[config.mk]
export PLATFORM = sky130hd
export DESIGN_NAME = sbc_div
export DESIGN_NICKNAME = d
export VERILOG_FILES = /design/src/hdl/skin_bulge_correction_assert.svh /design/src/hdl/sbc_div.sv
export SDC_FILE = /design/constraint.sdc
export NUM_CORES = 2
export LEC_CHECK = 0
export BUFFER_PORTS_ARGS = -buffer_cell sky130_fd_sc_hd__buf_2
export CAP_MARGIN = 20
export CELL_PAD_IN_SITES_DETAIL_PLACEMENT = 1
export CELL_PAD_IN_SITES_GLOBAL_PLACEMENT = 1
export CORE_MARGIN = 3
export CORE_UTILIZATION = 50
export DETAILED_ROUTE_END_ITERATION = 10
export PLACE_DENSITY = 0.77
export SLEW_MARGIN = 10
export SYNTH_ARGS = -nofsm -noshare
export SYNTH_HDL_FRONTEND = slang
export SYNTH_SLANG_ARGS = --single-unit
[constraint.sdc]
create_clock -name i_clk -period 4.5 [get_ports i_clk]
set_clock_uncertainty 0.2 [all_clocks]
set_input_delay 0.9 -clock i_clk [delete_from_list [all_inputs] [get_ports i_clk]]
set_output_delay 0.9 -clock i_clk [all_outputs]
set_load 0.005 [all_outputs]
[src/hdl/skin_bulge_correction_assert.svh]
// assertion helpers shared by the sqrt, pull and top files
// both expect i_clk and i_rst_n in the enclosing module
`ifndef SKIN_BULGE_CORRECTION_ASSERT_SVH
`define SKIN_BULGE_CORRECTION_ASSERT_SVH

// same-cycle implication
`define SBC_ASSERT_IMP(lbl, ante, cons) \
    lbl: assert property (@(posedge i_clk) disable iff (!i_rst_n) (ante) |-> (cons)) \
        else $error("sbc assertion failed");

// next-cycle implication
`define SBC_ASSERT_NXT(lbl, ante, cons) \
    lbl: assert property (@(posedge i_clk) disable iff (!i_rst_n) (ante) |=> (cons)) \
        else $error("sbc assertion failed");

`endif

[src/hdl/sbc_div.sv]
// ----------------------------------------------------------------------------
// sbc_div
// pipelined restoring divider, one quotient bit per stage: rest*2^(2F)/curr
// ----------------------------------------------------------------------------
`default_nettype none

module sbc_div #(
    parameter int CW = 32,
    parameter int F  = 16,
    parameter int SW = 8
) (
    input  wire logic            i_clk,
    input  wire logic            i_rst_n,
    input  wire logic            i_en,
    input  wire logic            i_valid,
    input  wire logic [CW-1:0]   i_rest,
    input  wire logic [CW-1:0]   i_curr,
    input  wire logic [SW-1:0]   i_side,
    output logic                 o_valid,
    output logic [2*F-1:0]       o_quo,
    output logic [SW-1:0]        o_side
);
    localparam int N = 2 * F;

    logic            r_valid [N];
    logic [CW-1:0]   r_rem   [N];
    logic [CW-1:0]   r_curr  [N];
    logic [N-1:0]    r_quo   [N];
    logic [SW-1:0]   r_side  [N];

    logic [CW-1:0]   n_rem   [N];
    logic [N-1:0]    n_quo   [N];

    always_comb begin
        logic [CW-1:0] rem_in;
        logic [CW-1:0] curr_in;
        logic [N-1:0]  quo_in;
        logic [CW:0]   rem2;
        logic [CW:0]   diff;
        logic          ge;
        for (int i = 0; i < N; i++) begin
            if (i == 0) begin
                rem_in  = i_rest;
                curr_in = i_curr;
                quo_in  = '0;
            end else begin
                rem_in  = r_rem[i-1];
                curr_in = r_curr[i-1];
                quo_in  = r_quo[i-1];
            end
            rem2     = {rem_in, 1'b0};
            ge       = rem2 >= {1'b0, curr_in};
            diff     = rem2 - {1'b0, curr_in};
            n_rem[i] = ge ? diff[CW-1:0] : rem2[CW-1:0];
            n_quo[i] = {quo_in[N-2:0], ge};
        end
    end

    always_ff @(posedge i_clk) begin
        if (!i_rst_n) begin
            for (int i = 0; i < N; i++) r_valid[i] <= 1'b0;
        end else if (i_en) begin
            r_valid[0] <= i_valid;
            for (int i = 1; i < N; i++) r_valid[i] <= r_valid[i-1];
        end
    end

    always_ff @(posedge i_clk) begin
        if (i_en) begin
            for (int i = 0; i < N; i++) begin
                r_rem[i] <= n_rem[i];
                r_quo[i] <= n_quo[i];
                if (i == 0) begin
                    r_curr[i] <= i_curr;
                    r_side[i] <= i_side;
                end else begin
                    r_curr[i] <= r_curr[i-1];
                    r_side[i] <= r_side[i-1];
                end
            end
        end
    end

    assign o_valid = r_valid[N-1];
    assign o_quo   = r_quo[N-1];
    assign o_side  = r_side[N-1];

endmodule

`default_nettype wire

* Word-level counts from Yosys, hierarchy flattened *
Memories as Yosys holds them, arrays and structs flattened.
Cells that the tools add are included.

storage, ports and cells
  register bits after elaboration = 0
  RAM bits = 3360
  memories = 5

memory list
  name     words  bits a word  read ports  clocked after Yosys merged registers in  wr ports  RTL line       source
  r_curr   32     32           31          0                                        32        sbc_div.sv:27  logic [CW-1:0] r_curr [N];
  r_quo    32     32           32          0                                        32        sbc_div.sv:28  logic [N-1:0] r_quo [N];
  r_rem    32     32           31          0                                        32        sbc_div.sv:26  logic [CW-1:0] r_rem [N];
  r_side   32     8            32          0                                        32        sbc_div.sv:29  logic [SW-1:0] r_side [N];
  r_valid  32     1            32          0                                        32        sbc_div.sv:25  logic r_valid [N];

cells by class
  add/subtract/negate cells = 32
  magnitude comparators = 32
  muxes and demuxes = 69
  bitwise operators = 32

operators by type and width
  kind                                                            number
  33-bit by 32-bit greater-or-equal comparator with 1-bit output  32
  32-bit two-way mux                                              32
  32-bit subtractor                                               32
  1-bit two-way mux                                               37
  1-bit bitwise OR                                                32

* Logic depth before layout (Yosys ltp) *
  depth in word-level cells = 4
  gate-level depth with buffers = 16
  gate-level depth less buffers = 14

* Least setup slack after synthesis *
No wires, ideal clock.

  kind = input -> register
  from = input port i_curr[6]
  to = memory r_rem[0][1], data pin
  setup time = 0.267 ns
  data arrival time = 3.628 ns
  path slack = 0.405 ns
  stages = 14
  buffers on the path = 2
  cell sequence = inv_1 -> ha_1 -> and4_1 -> nand2_1 -> a21o_1 -> a31oi_1 -> o21ai_0 -> a31oi_1 -> a41oi_1 -> o31a_1 -> o21ai_1 -> clkbuf_1 -> clkbuf_1 -> a21oi_1

RTL lines
  what             RTL line       source
  start, declared  sbc_div.sv:17  input wire logic [CW-1:0] i_curr,
  end, declared    sbc_div.sv:26

==> metrics.yaml <==
drt:
  wl_per_cell_microns: 23.12
  antenna_left: 0
  dr.pass1.iters: 5
  avgViaCountPerCell: 5.802
  num_vias: 99580
  drcViolationCount: 0
  first_iter_violations: 7004
  routed_wl_mm: 396.8
die:
  fp.dieArea_sq_mm: 0.3039
  dieWidth_microns: 551.3
  die-height_microns: 551.3
  num_rows: 199
  fp.coreArea_sq_mm: 0.2948
  start_util_pct: 50.43
  ios: 117
clock_tree:
  cts_made_buffers: 314
  h-tree-depth: 5
  cts_buffer_depth: 4
  tritoncts: "yes"
  cts-root-buf: "clkbuf_16"
  cts_sinks: 2800
  clk_latency_ns: 0.92
  cts.clk_slew.worst_paths_ns: 0.06
pwr:
  p_per_area_mw_per_mm2: 753.1
  power_frac_comb_pct: 45.0
  pwr-share-seq_pct: 34.0
  p_int_mw: 78.05
  p_clk_share_pct: 21.0
  peakVddDrop_mv: 0.6113
  switching_power_mw: 47.78
  switching_share_pct: 37.97
  power_mw: 125.8
  p_leak_nw: 67.92
final_layout:
  drive_gt1_share_pct: 10.31
  fill_cells: 30000
  nets: 14120
  areaGrowthSynthToFinish_pct: 12.40
  postLayoutCoreUtil_pct: 56.68
global_route:
  grt_pass1_vias: 105000
  gr-total-overflow: 0
  grt_pass1_wl_mm: 613.5
  grt_start_max_net_pins: 134
  gr-usage-all-layers_pct: 25.63
  antenna_found_initial: 5
synth:
  synthFlopType: "edfxtp_1"
  synth.largest_area_cell: "edfxtp_1"
  avgSynthCellArea_sq_um: 11.87
  synth_edf_count: 2799
  ys_types: 91
  synth.yosys.seq_area_share_pct: 56.55
  syn-num-nets: 13660
  ys_warn_count: 0
  async_reset_ff_share_pct: 0
  synth-seq-cells: 2800
  netlist.area_leader.share_pct: 56.54
  synthTopCellsByArea: "edfxtp_1 57%, ha_1 8.6%, inv_1 3.3%"
  syn_inst: 12530
  syn_area_sq_mm: 0.1487
setup_path:
  cp_max_fo: 33
  critPathKind: "reg -> reg"
  crit_required_ns: 4.96
  cp_slowest_stage_delay_ns: 0.40
  cp-end-kind: "flip-flop"
  arrival_ns: 4.82
  start_kind: "flip-flop"
  path_cells: "inv_1 > ha_1 > nor2b_1 > o21ai_0 > a211oi_1 > nor4_2 > o31ai_1 > a31oi_1 > buf_4 > o221ai_1 > a31o_1 > a21o_1 > a31oi_4 > buf_12 > mux2_2"
  critical_path.slowest_cell: "edfxtp_1"
  cp_top_family: "compound AO/OA/AOI/OAI gates"
  worstPathBufferInverterCount: 3
placed_design:
  dp_hpwl_mm: 296.2
  io_buffers: 116
  gp_congestion: 0.9189
timing:
  worst_pin_slew_ns: 1.133
  drv_slew: 0
  slew_headroom_pct: 22.52
  max_freq_mhz: 229.7
  setup_viol: 0
  finalCritPeriodShare_pct: 96.73
  hold_viol: 0
  fin_crit_ns: 4.353
outcome:
  status: "complete, no violations"
run:
  maxCapViolations: 0
worst_hold_path:
  hold_path_class: "in -> reg"
cells in the final DEF, fill, tap and decap left out, types with 65 or more instances in the layout:
master     count
buf_4        174
a21o_1       520
nor2b_1      164
nand2_1      837
ha_1        1023
a211oi_1      79
o21ai_0      744
clkbuf_16    315
o31ai_1       79
o21bai_1      96
xnor2_1      493
clkinv_1      66
and3_1        98
edfxtp_1    2799
nand3_1      174
nand4_1      125
buf_12        65
xor2_1       322
inv_1       1291
nand2b_1     160
o21a_1       162
buf_2        115
nor3_1       143
a21oi_1      945
mux2_2       401
a31oi_1       80
nor2_1       687
cells by family (layout without fill, tap and decap cells):
group,Yosys count,after routing,share of synthesized area (%)
AOI/OAI and AO/OA,3185,3186,13.57
DFF,2800,2800,56.55
and+or+nand+nor,2676,2676,8.587
buffers and inverters,1539,2251,3.944
adders and majority gates,1054,1054,9.028
xor gates and xnor gates,815,815,4.802
muxes,460,460,3.517
other,0,3,0
layer usage:
metal | vias to the layer above | track usage [%] | share of wire (%)
li1 | 46930 | - | -
met1 | 50090 | 32.73 | 43
met2 | 1903 | 46.12 | 51
met3 | 659 | 2.472 | 3.2
met4 | 4 | 7.454 | 3.1
met5 | - | 0 | 0.0076
final timing paths:
kind,from,endpoint,slack [ns],depth (start not counted)
worst min-delay path,i_curr[0],r_curr[0][0],0.09,1
worst max-delay path,r_curr[28][1],r_rem[1][418],0.15,15
worst min register to register,r_quo[1][232],r_quo[1][265],0.20,0
worst max register to register,r_curr[28][1],r_rem[1][418],0.15,15
through the flow:
stage,cell area (sq um),instances,hold slack [ns],setup TNS [ns],worst slack (ns)
floorplan,148700,12530,0.2003,0,0.4049
global placement,156000,16550,0.2002,0,0.1566
detailed placement,156000,16550,0.2051,0,0.07477
CTS,166900,17160,0.02177,0,0.03036
global route,167100,17160,0.03740,-0.01700,-0.01436
finish,167100,17160,0.09426,0,0.1472
sequential cells by signal, summed over array words and instances, names as in the netlist:
name,cells
r_side,256
r_curr,992
r_rem,992
r_quo,528
r_valid,32
what timing repair did:
item / in CTS / in global routing
buffers inserted: 0 / 5
hold endpoints to repair: 36 / 0
hold buffers: 36 / 0
endpoints found under the setup margin: 0 / 330
resized for setup: 0 / 44
final cells by class:
class / instances / area, sq um / area share [%]
antenna: 3 / 7.507 / 0.004493
multi-input combinational: 8191 / 59120 / 35.38
tap: 3919 / 4903 / 2.935
sequential: 2800 / 84070 / 50.32
timing repair buffer: 393 / 3577 / 2.141
clock inverter: 212 / 2529 / 1.513
clock buffer: 354 / 8029 / 4.805
inverter: 1292 / 4850 / 2.902
synth_stat cells, types with 82 or more instances:
master / n
and3_1: 98
a21oi_1: 951
clkbuf_1: 194
ha_1: 1023
xnor2_1: 493
nand2_1: 837
nand3_1: 174
mux2_2: 401
o21bai_1: 96
a21o_1: 520
inv_1: 1291
xor2_1: 322
o21a_1: 162
nand2b_1: 160
nor3_1: 143
edfxtp_1: 2799
nor2b_1: 164
a211oi_1: 84
o31ai_1: 82
nand4_1: 125
nor2_1: 687
a31oi_1: 84
o21ai_0: 752
power groups by stage:
stage / clock network (mW) / logic, mW / registers [mW]
floorplan: 0 / 40.4 / 40.3
detailed placement: 0 / 55.4 / 43.3
CTS: 27.1 / 56.2 / 42.9
global placement: 0 / 53.1 / 43.1
finish: 26.4 / 56.6 / 42.8
global route: 28.1 / 62.5 / 43.3
(Power assumes the default switching activity.)
