--- src/hdl/skin_bulge_correction_assert.svh ---
// assertion helpers shared by the sqrt, pull and top files
// both expect i_clk and i_rst_n in the enclosing module
`ifndef SKIN_BULGE_CORRECTION_ASSERT_SVH
`define SKIN_BULGE_CORRECTION_ASSERT_SVH

// same-cycle implication
`define SBC_ASSERT_IMP(lbl, ante, cons) \
    lbl: assert property (@(posedge i_clk) disable iff (!i_rst_n) (ante) |-> (cons)) \
        else $error("sbc assertion failed");

// next-cycle implication
`define SBC_ASSERT_NXT(lbl, ante, cons) \
    lbl: assert property (@(posedge i_clk) disable iff (!i_rst_n) (ante) |=> (cons)) \
        else $error("sbc assertion failed");

`endif

--- src/hdl/sbc_sqrt.sv ---
// ----------------------------------------------------------------------------
// sbc_sqrt
// pipelined digit-by-digit integer square root, one root bit per stage
// ----------------------------------------------------------------------------
`default_nettype none

module sbc_sqrt #(
    parameter int F  = 16,
    parameter int SW = 8
) (
    input  wire logic            i_clk,
    input  wire logic            i_rst_n,
    input  wire logic            i_en,
    input  wire logic            i_valid,
    input  wire logic [2*F-1:0]  i_rad,
    input  wire logic [SW-1:0]   i_side,
    output logic                 o_valid,
    output logic [F-1:0]         o_root,
    output logic [SW-1:0]        o_side
);
    logic            r_valid [F];
    logic [2*F-1:0]  r_rad   [F];
    logic [F+1:0]    r_rem   [F];
    logic [F-1:0]    r_root  [F];
    logic [SW-1:0]   r_side  [F];

    logic [2*F-1:0]  n_rad   [F];
    logic [F+1:0]    n_rem   [F];
    logic [F-1:0]    n_root  [F];

    always_comb begin
        logic [2*F-1:0] rad_in;
        logic [F+1:0]   rem_in;
        logic [F-1:0]   root_in;
        logic [F+3:0]   temp;
        logic [F+3:0]   trial;
        logic [F+3:0]   diff;
        logic           ge;
        for (int i = 0; i < F; i++) begin
            if (i == 0) begin
                rad_in  = i_rad;
                rem_in  = '0;
                root_in = '0;
            end else begin
                rad_in  = r_rad[i-1];
                rem_in  = r_rem[i-1];
                root_in = r_root[i-1];
            end
            // bring down the next two radicand bits
            temp      = {rem_in, rad_in[2*F-1 -: 2]};
            trial     = {2'b00, root_in, 2'b01};
            ge        = temp >= trial;
            diff      = temp - trial;
            n_rem[i]  = ge ? diff[F+1:0] : temp[F+1:0];
            n_root[i] = {root_in[F-2:0], ge};
            n_rad[i]  = {rad_in[2*F-3:0], 2'b00};
        end
    end

    always_ff @(posedge i_clk) begin
        if (!i_rst_n) begin
            for (int i = 0; i < F; i++) r_valid[i] <= 1'b0;
        end else if (i_en) begin
            r_valid[0] <= i_valid;
            for (int i = 1; i < F; i++) r_valid[i] <= r_valid[i-1];
        end
    end

    always_ff @(posedge i_clk) begin
        if (i_en) begin
            for (int i = 0; i < F; i++) begin
                r_rad[i]  <= n_rad[i];
                r_rem[i]  <= n_rem[i];
                r_root[i] <= n_root[i];
                if (i == 0) r_side[i] <= i_side;
                else        r_side[i] <= r_side[i-1];
            end
        end
    end

    assign o_valid = r_valid[F-1];
    assign o_root  = r_root[F-1];
    assign o_side  = r_side[F-1];

    `include "skin_bulge_correction_assert.svh"

    // remainder of a floor square root never exceeds twice the root
    `SBC_ASSERT_IMP(a_sqrt_rem, r_valid[F-1], r_rem[F-1] <= {1'b0, r_root[F-1], 1'b0})

endmodule

`default_nettype wire

--- config.mk ---
export PLATFORM = sky130hd
export DESIGN_NAME = sbc_sqrt
export DESIGN_NICKNAME = d
export VERILOG_FILES = /design/src/hdl/sbc_sqrt.sv
export VERILOG_INCLUDE_DIRS = /design/src /design/src/hdl
export SDC_FILE = /design/constraint.sdc
export NUM_CORES = 1
export LEC_CHECK = 0
export ABC_AREA = 0
export BUFFER_PORTS_ARGS = -buffer_cell sky130_fd_sc_hd__buf_2
export CAP_MARGIN = 10
export CORE_MARGIN = 3
export CORE_UTILIZATION = 45
export CTS_BUF_LIST = sky130_fd_sc_hd__clkbuf_4 sky130_fd_sc_hd__clkbuf_8 sky130_fd_sc_hd__clkbuf_16
export CTS_CLUSTER_SIZE = 30
export DETAILED_ROUTE_END_ITERATION = 10
export HOLD_SLACK_MARGIN = 0.05
export PLACE_DENSITY = 0.6
export RECOVER_POWER = 100
export SKIP_CTS_REPAIR_TIMING = 1
export SYNTH_ARGS = -nofsm -noshare
export SYNTH_HDL_FRONTEND = slang
export SYNTH_SLANG_ARGS = --single-unit
--- constraint.sdc ---
create_clock -name i_clk -period 2.9 [get_ports i_clk]
set_clock_uncertainty 0.1 [all_clocks]
set_input_delay 0.58 -clock i_clk [delete_from_list [all_inputs] [get_ports i_clk]]
set_output_delay 0.58 -clock i_clk [all_outputs]
set_load 0.05 [all_outputs]
== Word level (Yosys, flattened, before mapping) ==
Memory sizes are Yosys's and may differ from the RTL's.
Cells that the tools add are included.
Word-level totals
  output and inout bits: 25
  input bits: 44
  logic and storage cells: 90
  bits in writable memories: 1168
  latch bits: 0
  memory bits (read-only): 0
  memories: 5
  flip-flop bits (word level): 0
Operators by class
  magnitude comparators: 16
  equal/unequal tests: 0
  multiply operators: 0
  div/mod/pow operators: 0
  bitwise logic cells: 16
  add/sub/neg operators: 16
  reductions and logical operators: 0
  mux-type cells: 37
  shifts and indexed selects: 0
Memories
  r_rad: depth 16, width 30, rd ports 15, clocked after Yosys merged registers in 0, write ports 16, RTL line sbc_sqrt.sv:22  | logic [2*F-1:0] r_rad [F];
  r_rem: depth 16, width 18, rd ports 15, clocked after Yosys merged registers in 0, write ports 16, RTL line sbc_sqrt.sv:23  | logic [F+1:0] r_rem [F];
  r_root: depth 16, width 16, rd ports 16, clocked after Yosys merged registers in 0, write ports 16, RTL line sbc_sqrt.sv:24  | logic [F-1:0] r_root [F];
  r_side: depth 16, width 8, rd ports 16, clocked after Yosys merged registers in 0, write ports 16, RTL line sbc_sqrt.sv:25  | logic [SW-1:0] r_side [F];
  r_valid: depth 16, width 1, rd ports 16, clocked after Yosys merged registers in 0, write ports 16, RTL line sbc_sqrt.sv:21  | logic r_valid [F];
Operators by type and width (count)
  20-bit by 18-bit >= comparator with 1-bit output: 15
  18-bit 2-to-1 mux: 16
  18-bit subtractor: 15
  1-bit 2-to-1 mux: 21
  1-bit OR: 16
  2-bit by 1-bit subtractor with 3-bit output (second input constant): 1
  2-bit by 1-bit >= comparator with 1-bit output (second input constant): 1

== Depth between registers and ports, before layout ==
  depth in word-level cells: 4
  gate-level depth with buffers: 13
  gate-level depth less buffers: 10

== Least setup slack after synthesis ==
Ideal clock, no wire load.
  kind: reg2reg
  start: mem r_rem[1][84] (netlist bit)
  end: mem r_rem[1][100] (netlist bit) (data pin)
  clock period less this slack: 2.607 ns
  arrival time: 2.245 ns
  buffers on the path: 1
  cell stages (with the launch flop): 10
  data required time: 2.538 ns
  setup time: 0.262 ns
  path slack: 0.293 ns
  cells stage by stage: edfxtp_1 ha_1 nand4b_1 o41ai_2 nor2_1 nor4b_1 or2_1 buf_6 clkinv_2 mux2_1
RTL lines (RTL line)
  start, declared: sbc_sqrt.sv:23

==> results.py <==
metrics = {
    "power_and_ir_drop": {
        "power_density_mw_per_mm2": 717,
        "power.net_switching_mw": 6.70,
        "irDropWorstVdd_uv": 580,
        "p_total_mw": 27.4,
        "share_comb_of_total_power_pct": 12.3,
        "seq_power_share_pct": 51.7,
        "leakage_nw": 14.4,
        "pwr-share-clk_pct": 36.0,
        "p_int_mw": 20.7,
        "p_sw_share_pct": 24.5,
    },
    "critical_path": {
        "crit_start": "r_rem[1][77]",
        "cp-start-kind": "flop",
        "path_cells": "ha_1 > nand4_1 > a211o_1 > o211ai_1 > nor4b_2 > or2_1 > buf_4 > a211oi_2 > xor2_1",
        "crit_fanout": 5,
        "worstReg2RegStart": "r_rem[1][77]",
        "cp_data_required_time_ns": 3.17,
        "cp.arrival_ns": 3.10,
        "critPathMaxStageDelay_ns": 0.40,
        "worstSetupEndpointType": "flop",
        "worst-setup-path-type": "reg -> reg",
        "cp_slowest_cell": "edfxtp_1",
    },
    "sta": {
        "finalHoldViolations": 0,
        "fmax_mhz": 354,
        "finalCriticalPeriod_ns": 2.82,
        "drv_slew": 0,
        "hold_ws_ns": 0.149,
        "setup_viol": 0,
        "postLayoutSetupSlackWorst_ns": 0.0765,
        "relSlewSlack_pct": 3.71,
        "fin_crit_sh_pct": 97.4,
        "rsz0062_at_grt": "yes",
        "worst_slew_pin_slew_ns": 1.44,
    },
    "grt": {
        "grt_start_max_net_pins": 120,
        "grt_pass1_vias": 18400,
        "track_usage_pct": 14.5,
        "grt_overflow": 0,
        "grt_pass1_wl_um": 92200,
        "grt_antenna_before_repair": 0,
    },
    "logic_synthesis": {
        "synth.avg_cell_area_um2": 14.3,
        "synthFlopType": "edfxtp_1",
        "async_reset_ff_share_pct": 0,
        "yosysSeqAreaShare_pct": 69.5,
        "synth_warnings": 0,
        "synth_area_mm2": 0.0333,
        "synth_cell_types": 82,
        "synth.net_count": 2520,
        "syn_inst": 2323,
        "ys_ff_latch": 770,
        "synth_edf_count": 769,
    },
    "floorplanning": {
        "die_area_mm2": 0.0772,
        "fp.coreArea_mm2": 0.0731,
        "die_w_um": 278,
        "rows": 99,
        "die_h_um": 278,
        "ioPinCount": 69,
        "start_util_pct": 45.5,
    },
    "layout": {
        "drive_gt1_share_pct": 11.1,
        "n_antenna_cell": 0,
        "final_cell_area_mm2": 0.0382,
        "layout_common_cells": "769 x edfxtp_1, 192 x inv_1, 143 x ha_1",
        "nets": 2737,
        "final_common_cell": "edfxtp_1",
        "syn2layout_area_growth_pct": 14.8,
    },
    "route": {
        "routedWlPerCell_um": 15.7,
        "drtAntennaViolNets": 0,
        "drt-initial-drc-count": 1163,
        "drcViolationCount": 0,
        "vias": 18300,
        "via_per_inst": 5.14,
        "firstDrtPassIters": 5,
        "wl_um": 55900,
    },
    "clocking": {
        "cts-root-buf": "clkbuf_16",
        "clk_pin_slew_ns": 0.06,
        "clock-sinks": 770,
        "cts_buffers": 81,
        "htreeDepth": 3,
        "clock_latency_ns": 0.63,
        "clock_path_buffers": 3,
        "cts_tree": "yes",
    },
    "run_status": {
        "outcome": "finished, final reports clean",
    },
    "place": {
        "portBuffers": 68,
        "dpl-instance-area_mm2": 0.0352,
        "dp_slack_ns": -0.0137,
        "dp_hpwl_um": 38900,
        "place.gp.congestion": 0.888,
    },
    "job": {
        "maxCapViolations": 0,
    },
    "hold_path": {
        "min_path_type": "in -> reg",
        "holdCritStartpoint": "i_rad[30]",
    },
}
-- area by class of cell --
class                           instances  area, um^2
Clock inverter                         49         430
Timing Repair Buffer                  169        1180
Multi-Input combinational cell       1324        9370
Fill cell                            6070       34900
Sequential cell                       770       23100
Tap cell                              959        1200
Clock buffer                           99        2160
Inverter                              194         731
-- path summary, 6_finish.rpt --
kind | end | cells after the start | slack [ns]
worst min-delay path | r_root[0][0] | 2 | 0.15
worst max-delay path | r_rem[1][105] | 9 | 0.08
worst max register to register | r_rem[1][105] | 9 | 0.08
worst min register to register | r_side[0][35] | 0 | 0.30
-- power groups by stage --
stage	logic (mW)	clock network (mW)	registers [mW]
2_1_floorplan	2.34	0	14.2
3_3_place_gp	3.22	0	14.4
3_5_place_dp	3.29	0	14.4
4_1_cts	3.31	10.2	14.2
5_1_grt	3.81	10.7	14.3
6_report	3.38	9.86	14.2
-- state kept, by name (all words and copies together) (netlist names) --
name / count
r_rad: 240
r_rem: 250
r_root: 136
r_side: 128
r_valid: 16
-- metal layers --
| layer | vias up | share of wire, % | GRT usage [%] |
|---|---|---|---|
| li1 | 9101 | - | - |
| met1 | 8771 | 45 | 19.2 |
| met2 | 336 | 48 | 24.1 |
| met3 | 94 | 4.6 | 2.58 |
| met4 | 0 | 2.7 | 5.25 |
| met5 | - | 0 | 0 |
-- critical path: cells and delay by family (launching register included) --
kind / cells / cell delay, ns
AO/OA/AOI/OAI: 3 / 0.83
adder cells (fa/ha/maj): 1 / 0.39
buffers and inverters: 1 / 0.18
AND/OR/NAND/NOR: 3 / 0.57
XOR/XNOR: 1 / 0.09
flip-flops: 1 / 0.40
-- cells in the mapped netlist, drive strengths merged (17+ instances only) --
master,number,share of area (%)
and3,17,0.32
xnor2,96,2.5
ha,153,5.8
nand2b,29,0.55
xor2,84,2.2
nor2,128,1.4
a21oi,110,1.7
nor3,59,0.90
or3,25,0.52
edfxtp,769,69
o21ai,120,1.8
inv,192,2.2
nand3,29,0.44
nand4,23,0.43
a211oi,19,0.46
o31ai,20,0.47
a21o,37,0.84
nor4,23,0.50
o21a,31,0.70
buf,21,0.41
nor2b,17,0.32
nand2,138,1.6
-- kinds of logic after synthesis --
| logic type | after synthesis | synth area share [%] |
|---|---|---|
| other cells | 1 | 0.0113 |
| flops | 770 | 69.5 |
| mux | 19 | 0.617 |
| fa+ha+maj | 153 | 5.76 |
| compound gates | 414 | 8.04 |
| simple gates | 557 | 8.57 |
| xor+xnor | 180 | 4.74 |
| buf+inv | 229 | 2.77 |
-- per-stage QoR --
stage	cells	utilization [%]	setup TNS, ns
after floorplan	2323	-	0
after global routing	3564	52.2	-0.407
after CTS	3523	51.7	-0.0497
final	3564	52.2	0
after global placement	3375	48.2	-0.0303
after detailed placement	3375	48.2	-0.0137
(Power assumes the default switching activity.)
