$ cat src/hdl/skin_bulge_correction_assert.svh
// assertion helpers shared by the sqrt, pull and top files
// both expect i_clk and i_rst_n in the enclosing module
`ifndef SKIN_BULGE_CORRECTION_ASSERT_SVH
`define SKIN_BULGE_CORRECTION_ASSERT_SVH

// same-cycle implication
`define SBC_ASSERT_IMP(lbl, ante, cons) \
    lbl: assert property (@(posedge i_clk) disable iff (!i_rst_n) (ante) |-> (cons)) \
        else $error("sbc assertion failed");

// next-cycle implication
`define SBC_ASSERT_NXT(lbl, ante, cons) \
    lbl: assert property (@(posedge i_clk) disable iff (!i_rst_n) (ante) |=> (cons)) \
        else $error("sbc assertion failed");

`endif

$ cat src/hdl/sbc_pkg.sv
// ----------------------------------------------------------------------------
// sbc_pkg
// shared constants of the skin bulge correction pipeline
// ----------------------------------------------------------------------------
`default_nettype none

package sbc_pkg;
    localparam int NUM_AXES = 3;
    typedef logic [NUM_AXES-1:0] t_axis_mask;
endpackage

`default_nettype wire

$ cat src/hdl/sbc_pull.sv
// ----------------------------------------------------------------------------
// sbc_pull
// per-axis pull toward the projection if corr is set, else vert: proj + f*(vert-proj), saturated
// ----------------------------------------------------------------------------
`default_nettype none

module sbc_pull #(
    parameter int CW = 32,
    parameter int F  = 16
) (
    input  wire logic                                   i_clk,
    input  wire logic                                   i_rst_n,
    input  wire logic                                   i_en,
    input  wire logic                                   i_valid,
    input  wire logic [F-1:0]                           i_f,
    input  wire logic                                   i_corr,
    input  wire logic [sbc_pkg::NUM_AXES-1:0][CW-1:0]   i_vert,
    input  wire logic [sbc_pkg::NUM_AXES-1:0][CW-1:0]   i_proj,
    output logic                                        o_valid,
    output logic [sbc_pkg::NUM_AXES-1:0][CW-1:0]        o_out,
    output logic                                        o_corr
);
    import sbc_pkg::*;

    localparam int PW = F + CW + 1;

    // stage 1: difference magnitude and sign
    logic                             r_v1, r_v2, r_v3;
    logic [F-1:0]                     r1_f;
    logic                             r1_corr, r2_corr, r3_corr;
    logic [NUM_AXES-1:0][CW:0]        r1_mag, r2_mag;
    t_axis_mask                       r1_neg, r2_neg;
    logic [NUM_AXES-1:0][CW-1:0]      r1_vert, r1_proj, r2_vert, r2_proj, r3_out;
    logic [NUM_AXES-1:0][PW-1:0]      r2_prod;

    logic [NUM_AXES-1:0][CW:0]        n1_mag;
    t_axis_mask                       n1_neg;
    logic [NUM_AXES-1:0][CW-1:0]      n3_out;

    always_comb begin
        logic [CW:0] d;
        for (int a = 0; a < NUM_AXES; a++) begin
            d         = {i_vert[a][CW-1], i_vert[a]} - {i_proj[a][CW-1], i_proj[a]};
            n1_neg[a] = d[CW];
            n1_mag[a] = d[CW] ? (~d + 1'b1) : d;
        end
    end

    always_comb begin
        logic [CW:0]   sm;
        logic [CW+1:0] off;
        logic [CW+1:0] sum;
        for (int a = 0; a < NUM_AXES; a++) begin
            sm  = r2_prod[a][PW-1:F];
            off = r2_neg[a] ? (~{1'b0, sm} + 1'b1) : {1'b0, sm};
            sum = {{2{r2_proj[a][CW-1]}}, r2_proj[a]} + off;
            if (!r2_corr) begin
                n3_out[a] = r2_vert[a];
            end else if (sum[CW+1:CW-1] == 3'b000 || sum[CW+1:CW-1] == 3'b111) begin
                n3_out[a] = sum[CW-1:0];
            end else if (sum[CW+1]) begin
                n3_out[a] = {1'b1, {(CW-1){1'b0}}};
            end else begin
                n3_out[a] = {1'b0, {(CW-1){1'b1}}};
            end
        end
    end

    always_ff @(posedge i_clk) begin
        if (!i_rst_n) begin
            r_v1 <= 1'b0;
            r_v2 <= 1'b0;
            r_v3 <= 1'b0;
        end else if (i_en) begin
            r_v1 <= i_valid;
            r_v2 <= r_v1;
            r_v3 <= r_v2;
        end
    end

    always_ff @(posedge i_clk) begin
        if (i_en) begin
            r1_f    <= i_f;
            r1_corr <= i_corr;
            r1_mag  <= n1_mag;
            r1_neg  <= n1_neg;
            r1_vert <= i_vert;
            r1_proj <= i_proj;
            for (int a = 0; a < NUM_AXES; a++) begin
                r2_prod[a] <= {{(CW+1){1'b0}}, r1_f} * {{F{1'b0}}, r1_mag[a]};
            end
            r2_mag  <= r1_mag;
            r2_neg  <= r1_neg;
            r2_vert <= r1_vert;
            r2_proj <= r1_proj;
            r2_corr <= r1_corr;
            r3_out  <= n3_out;
            r3_corr <= r2_corr;
        end
    end

    assign o_valid = r_v3;
    assign o_out   = r3_out;
    assign o_corr  = r3_corr;

    `include "skin_bulge_correction_assert.svh"

    // scaled offset never exceeds the original offset since f is below one
    `SBC_ASSERT_IMP(a_pull_shrinks, r_v2, r2_prod[0][PW-1:F] <= r2_mag[0])

endmodule

`default_nettype wire

$ cat config.mk
export PLATFORM = sky130hd
export DESIGN_NAME = sbc_pull
export DESIGN_NICKNAME = d
export VERILOG_FILES = /design/src/hdl/sbc_pkg.sv /design/src/hdl/sbc_pull.sv
export VERILOG_INCLUDE_DIRS = /design/src /design/src/hdl
export SDC_FILE = /design/constraint.sdc
export NUM_CORES = 2
export LEC_CHECK = 0
export BUFFER_PORTS_ARGS = -buffer_cell sky130_fd_sc_hd__buf_2
export CAP_MARGIN = 20
export CORE_MARGIN = 3
export CORE_UTILIZATION = 30
export CTS_CLUSTER_DIAMETER = 100
export DETAILED_ROUTE_END_ITERATION = 12
export SLEW_MARGIN = 10
export SYNTH_ARGS = -nofsm -noshare
export SYNTH_HDL_FRONTEND = slang
export SYNTH_SLANG_ARGS = --single-unit
$ cat constraint.sdc
create_clock -name i_clk -period 9.1 [get_ports i_clk]
set_input_delay 0 -clock i_clk [delete_from_list [all_inputs] [get_ports i_clk]]
set_output_delay 0 -clock i_clk [all_outputs]
set_load 0.01 [all_outputs]
==> Yosys cells after proc, flatten, opt, wreduce, memory -nomap -nowiden <==
Index checks and enable logic that the tools add are counted.
{ "word_totals": {"ff_bits": 754, "inputBits": 213, "out_inout_bits": 98, "wordCells": 78} }
{ "classes": {"add_sub_neg": 12, "multipliers": 3, "n_eq_ne": 3, "muxes": 15, "n_bitwise": 6, "n_reduce_logical": 6} }
{ "ops": {"columns": ["op", "n"], "rows": [
  ["32-bit 2-to-1 mux", 12],
  ["16-bit by 33-bit multiplier with 49-bit output", 3],
  ["34-bit by 1-bit adder with 34-bit output, second input constant", 3],
  ["34-bit adder", 3],
  ["34-bit 2-to-1 mux", 3],
  ["33-bit NOT with 34-bit output", 3],
  ["33-bit by 1-bit adder with 33-bit output, second input constant", 3],
  ["33-bit NOT", 3],
  ["32-bit by 32-bit subtractor with 33-bit output", 3],
  ["3-bit equality test, second input constant", 3],
  ["3-bit logical NOT", 3],
  ["1-bit logical OR", 3]
]} }

==> Logic depth before layout (Yosys ltp) <==
{ "logic_depth": {"depth_word": 8, "mapped_depth": 26, "ltp_nobuf": 24} }

==> Least setup slack after synthesis <==
Ideal clock, no wire load.
{ "synth_timing": {"kind": "reg2reg", "startpoint": "register r1_f[10]", "endpoint": "register r2_prod[95] (netlist bit), data pin", "setup_ps": 264, "arrival_ps": 6590, "t_required_ps": 8836, "setup_slack_ps": 2247, "stages_incl_launch_ff": 25, "path_buffers": 3, "synth_period_minus_slack_ps": 6853, "path_cell_list": "edfxtp_1 clkbuf_1 clkbuf_1 clkbuf_1 nand2_1 fa_1 inv_1 fa_1 fa_1 fa_1 fa_1 inv_1 fa_1 inv_1 ha_1 a21o_1 a21oi_1 a21oi_1 or2_2 a21o_1 o21ai_0 a21boi_0 a311o_1 a221oi_1 xnor2_1"} }
{ "synth_between": {"elab_chain_len": 1} }
{ "synth_lines": {"columns": ["element", "line", "source"], "rows": [
  ["start, declared", "sbc_pull.sv:29", "logic [F-1:0] r1_f;"],
  ["start signal, assigned", "sbc_pull.sv:83", "r1_f <= i_f;"],
  ["16-bit by 33-bit multiplier with 49-bit output", "sbc_pull.sv:90", "r2_prod[a] <= {{(CW+1){1'b0}}, r1_f} * {{F{1'b0}}, r1_mag[a]};"],
  ["end signal, assigned by index", "sbc_pull.sv:90", null],
  ["end, declared", "sbc_pull.sv:34", "logic [NUM_AXES-1:0][PW-1:0] r2_prod;"]
]} }
No other way between the ends.
A chain may end at the register's enable or synchronous reset.

==> Worst setup path after layout <==
{ "layout_timing": {"startpoint": "register r1_f[12]", "endpoint": "register r2_prod[95] (netlist bit), data pin"} }
Same word-level chain as after synthesis.

==> reports/results.tsv <==
metric	value	unit
startpoint	r1_f[12]	
hold_slack	52.39	ps
worstPathArrival	8220	ps
hold_depth	2	
synthCells	8659	
hold_viol	0	
first_global_vias	64141	
synth_edf_count	703	
finalNonFillerCells	12854	
groute.usage.overall	0.1611	
routed_wl	236.0	mm
cp_max_fo	24	
synthDistinctLibCells	94	
layout.nets	11115	
worstPathRequired	9520	ps
coreArea	283000	µm²
cts.clk_slew.worst_paths	60	ps
syn_area	85510	µm²
grt_max_degree	190	
hpwl	180.2	mm
yosysSeqAreaShare	0.2476	
setup_viol	0	
yosysWarnings	0	
area_delta_synth_final	12.86	%
drv_slew	0	
maxSlewHeadroom	0.2757	
clkLatencyLatePin	720	ps
skew	71.32	ps
fmax	128.1	MHz
maxCapViolCount	0	
port_buffers	310	
crit_path_end_kind	flop	
rsz0062_at_grt	no	
start_kind	flop	
hp-class	input pin to flop	
drive_above_1_share	0.06618	
crit_type	flop to flop	
dp.cells	12453	
cp_slowest_cell	edfxtp_1	
cpMostUsedCell	fa_1	
clock-sinks	706	
min_period	7805	ps
dieArea	291500	µm²
regToRegSetupSlack	1300	ps
worst-r2r-cell-count	21	
synth_flop_cell	edfxtp_1	
min_to	r1_vert[64]	
clockBufferDepth	3	
vias	61994	
syn_avg_cell_area	9.875	µm²
root_buffer	clkbuf_16	
ys_async_sr_fraction	0	
syn_nets	10726	
gp_congestion	0.9048	
initial_core_util	0.3021	
overflow	0	
ys_ff_latch	706	
die_x	539.9	µm
min-delay-start	i_vert[64]	
cts_setup_buffers	0	
r2r-end	r2_prod[95]	
drtIter0Drc	4021	
final_cell_mix	1502 x inv_1, 1299 x fa_1, 1172 x nand2_1, 703 x edfxtp_1, 678 x and2_1	
slowest_delay	1000	ps
ant_nets	0	
drc	0	
ctsHtreeMaxLevel	3	
via_per_inst	4.823	
fin_tns_setup	0	ps
final_common_cell	inv_1	
grt_pass1_wl	372.3	mm
status	finished, final reports clean	
cts_tree	yes	
drt_first_pass_iters	5	
antenna_found_initial	8	
die_y	539.9	µm
crit_chain	buf_4, nand2_1, fa_1, inv_1, fa_1, fa_1, fa_1, fa_1, inv_1, fa_1, inv_1, ha_1, a21oi_1, a21oi_1, or2_2, a21o_1, o21ai_0, a21boi_0, a311o_1, a221oi_1, xnor2_1	
cts_buffers	78	
pin_count	311	
avgRoutedWirePerCell	18.36	µm
r2r_start	r1_f[12]	
rows	195	
num_antenna_cells	0	
post-route-period-util	0.8577	
worst_pin_slew	1086	ps
worst max path at each step:
| stage | depth (start not counted) | to | slack, ps |
|---|---|---|---|
| 3_3_place_gp | 21 | r2_prod[95] | 1260 |
| 3_5_place_dp | 21 | r2_prod[95] | 1280 |
| 4_1_cts | 21 | r2_prod[95] | 1220 |
| 6_report | 21 | r2_prod[95] | 1300 |
| 2_1_floorplan | 24 | r2_prod[95] | 2250 |
| 5_1_grt | 21 | r2_prod[95] | 750 |
cells in the mapped netlist (9+ instances only):
library cell | instances | area [µm²]
a2111oi_0 | 10 | 87.58
a211o_1 | 9 | 78.83
a211oi_1 | 32 | 240.2
a21boi_0 | 12 | 90.09
a21o_1 | 182 | 1366
a21oi_1 | 327 | 1637
a221oi_1 | 16 | 140.1
a31oi_1 | 42 | 262.8
a41oi_1 | 10 | 87.58
and2_1 | 678 | 4242
and3_1 | 32 | 200.2
and4_1 | 20 | 175.2
clkbuf_1 | 364 | 1366
edfxtp_1 | 703 | 21110
fa_1 | 1299 | 26000
ha_1 | 555 | 6944
inv_1 | 1502 | 5638
mux2i_1 | 10 | 100.1
nand2_1 | 1172 | 4399
nand2b_1 | 47 | 294.0
nand3_1 | 79 | 395.4
nand4_1 | 54 | 337.8
nor2_1 | 276 | 1036
nor2b_1 | 35 | 219.0
nor3_1 | 74 | 370.4
nor4_1 | 19 | 118.9
o211ai_1 | 29 | 217.7
o21a_1 | 42 | 315.3
o21ai_0 | 217 | 1086
o21bai_1 | 32 | 240.2
o2bb2ai_1 | 40 | 350.3
o311ai_0 | 21 | 183.9
o31a_1 | 14 | 122.6
o31ai_1 | 45 | 337.8
o41ai_1 | 21 | 183.9
or2_2 | 29 | 181.4
or3_1 | 29 | 181.4
or4_1 | 18 | 135.1
xnor2_1 | 301 | 2636
xor2_1 | 114 | 998.5
area by class of cell:
| type | instances | area [µm²] |
|---|---|---|
| inverter | 1503 | 5644 |
| sequential | 706 | 21170 |
| clock inverter | 50 | 548.0 |
| tap | 3743 | 4683 |
| multi-input combinational | 6077 | 57260 |
| fill | 28735 | 186500 |
| timing repair buffer | 682 | 5162 |
| clock buffer | 93 | 2029 |
kinds of logic (layout without fill, tap and decap cells):
group	after synthesis	in the layout	share of synthesized area
DFF	706	706	0.2476
muxes	12	12	0.001434
xor gates and xnor gates	415	415	0.04251
buffers and inverters	1876	2328	0.08271
adders and majority gates	1854	1854	0.3853
and+or+nand+nor	2609	2609	0.1489
AOI/OAI and AO/OA	1187	1187	0.09147
worst max-delay path: cells and delay by family (launching register included):
family	cells	cell delay, ps
AO/OA/AOI/OAI	7	2120
XOR/XNOR	1	110
adder cells (fa/ha/maj)	7	3240
buffers and inverters	4	610
flip-flops	1	1000
AND/OR/NAND/NOR	2	430
per-layer routing:
metal	track usage	up-vias	wire length, µm
met4	0.03581	2	5575
li1	-	28554	-
met1	0.2221	31323	104500
met3	0.02213	317	14090
met2	0.2684	1798	111700
met5	0	-	19
state kept, by name (all words and copies together), names as in the netlist, 3 cells and up:
| register | cells |
|---|---|
| r1_mag | 99 |
| r2_prod | 99 |
| o_out | 96 |
| r1_proj | 96 |
| r1_vert | 96 |
| r2_proj | 96 |
| r2_vert | 96 |
| r1_f | 16 |
| r1_neg | 3 |
| r2_neg | 3 |
through the flow:
step                      worst slack, ps    util  instance area (µm²)
after floorplan                      2247       -                85510
after global placement               1258  0.3227                91330
after detailed placement             1276  0.3227                91340
after CTS                            1223  0.3410                96500
after global routing                749.7  0.3410                96500
final                                1295  0.3410                96500
what timing repair did:
| action | in CTS | in global routing |
|---|---|---|
| resized for setup | 0 | 0 |
| setup endpoints to repair | 0 | 0 |
| hold buffers | 258 | 0 |
| endpoints found under the hold margin | 339 | 0 |
Power is left out: the tool's default activity adds up to more than one toggle a clock period on the data nets, which glitch-free logic cannot reach.
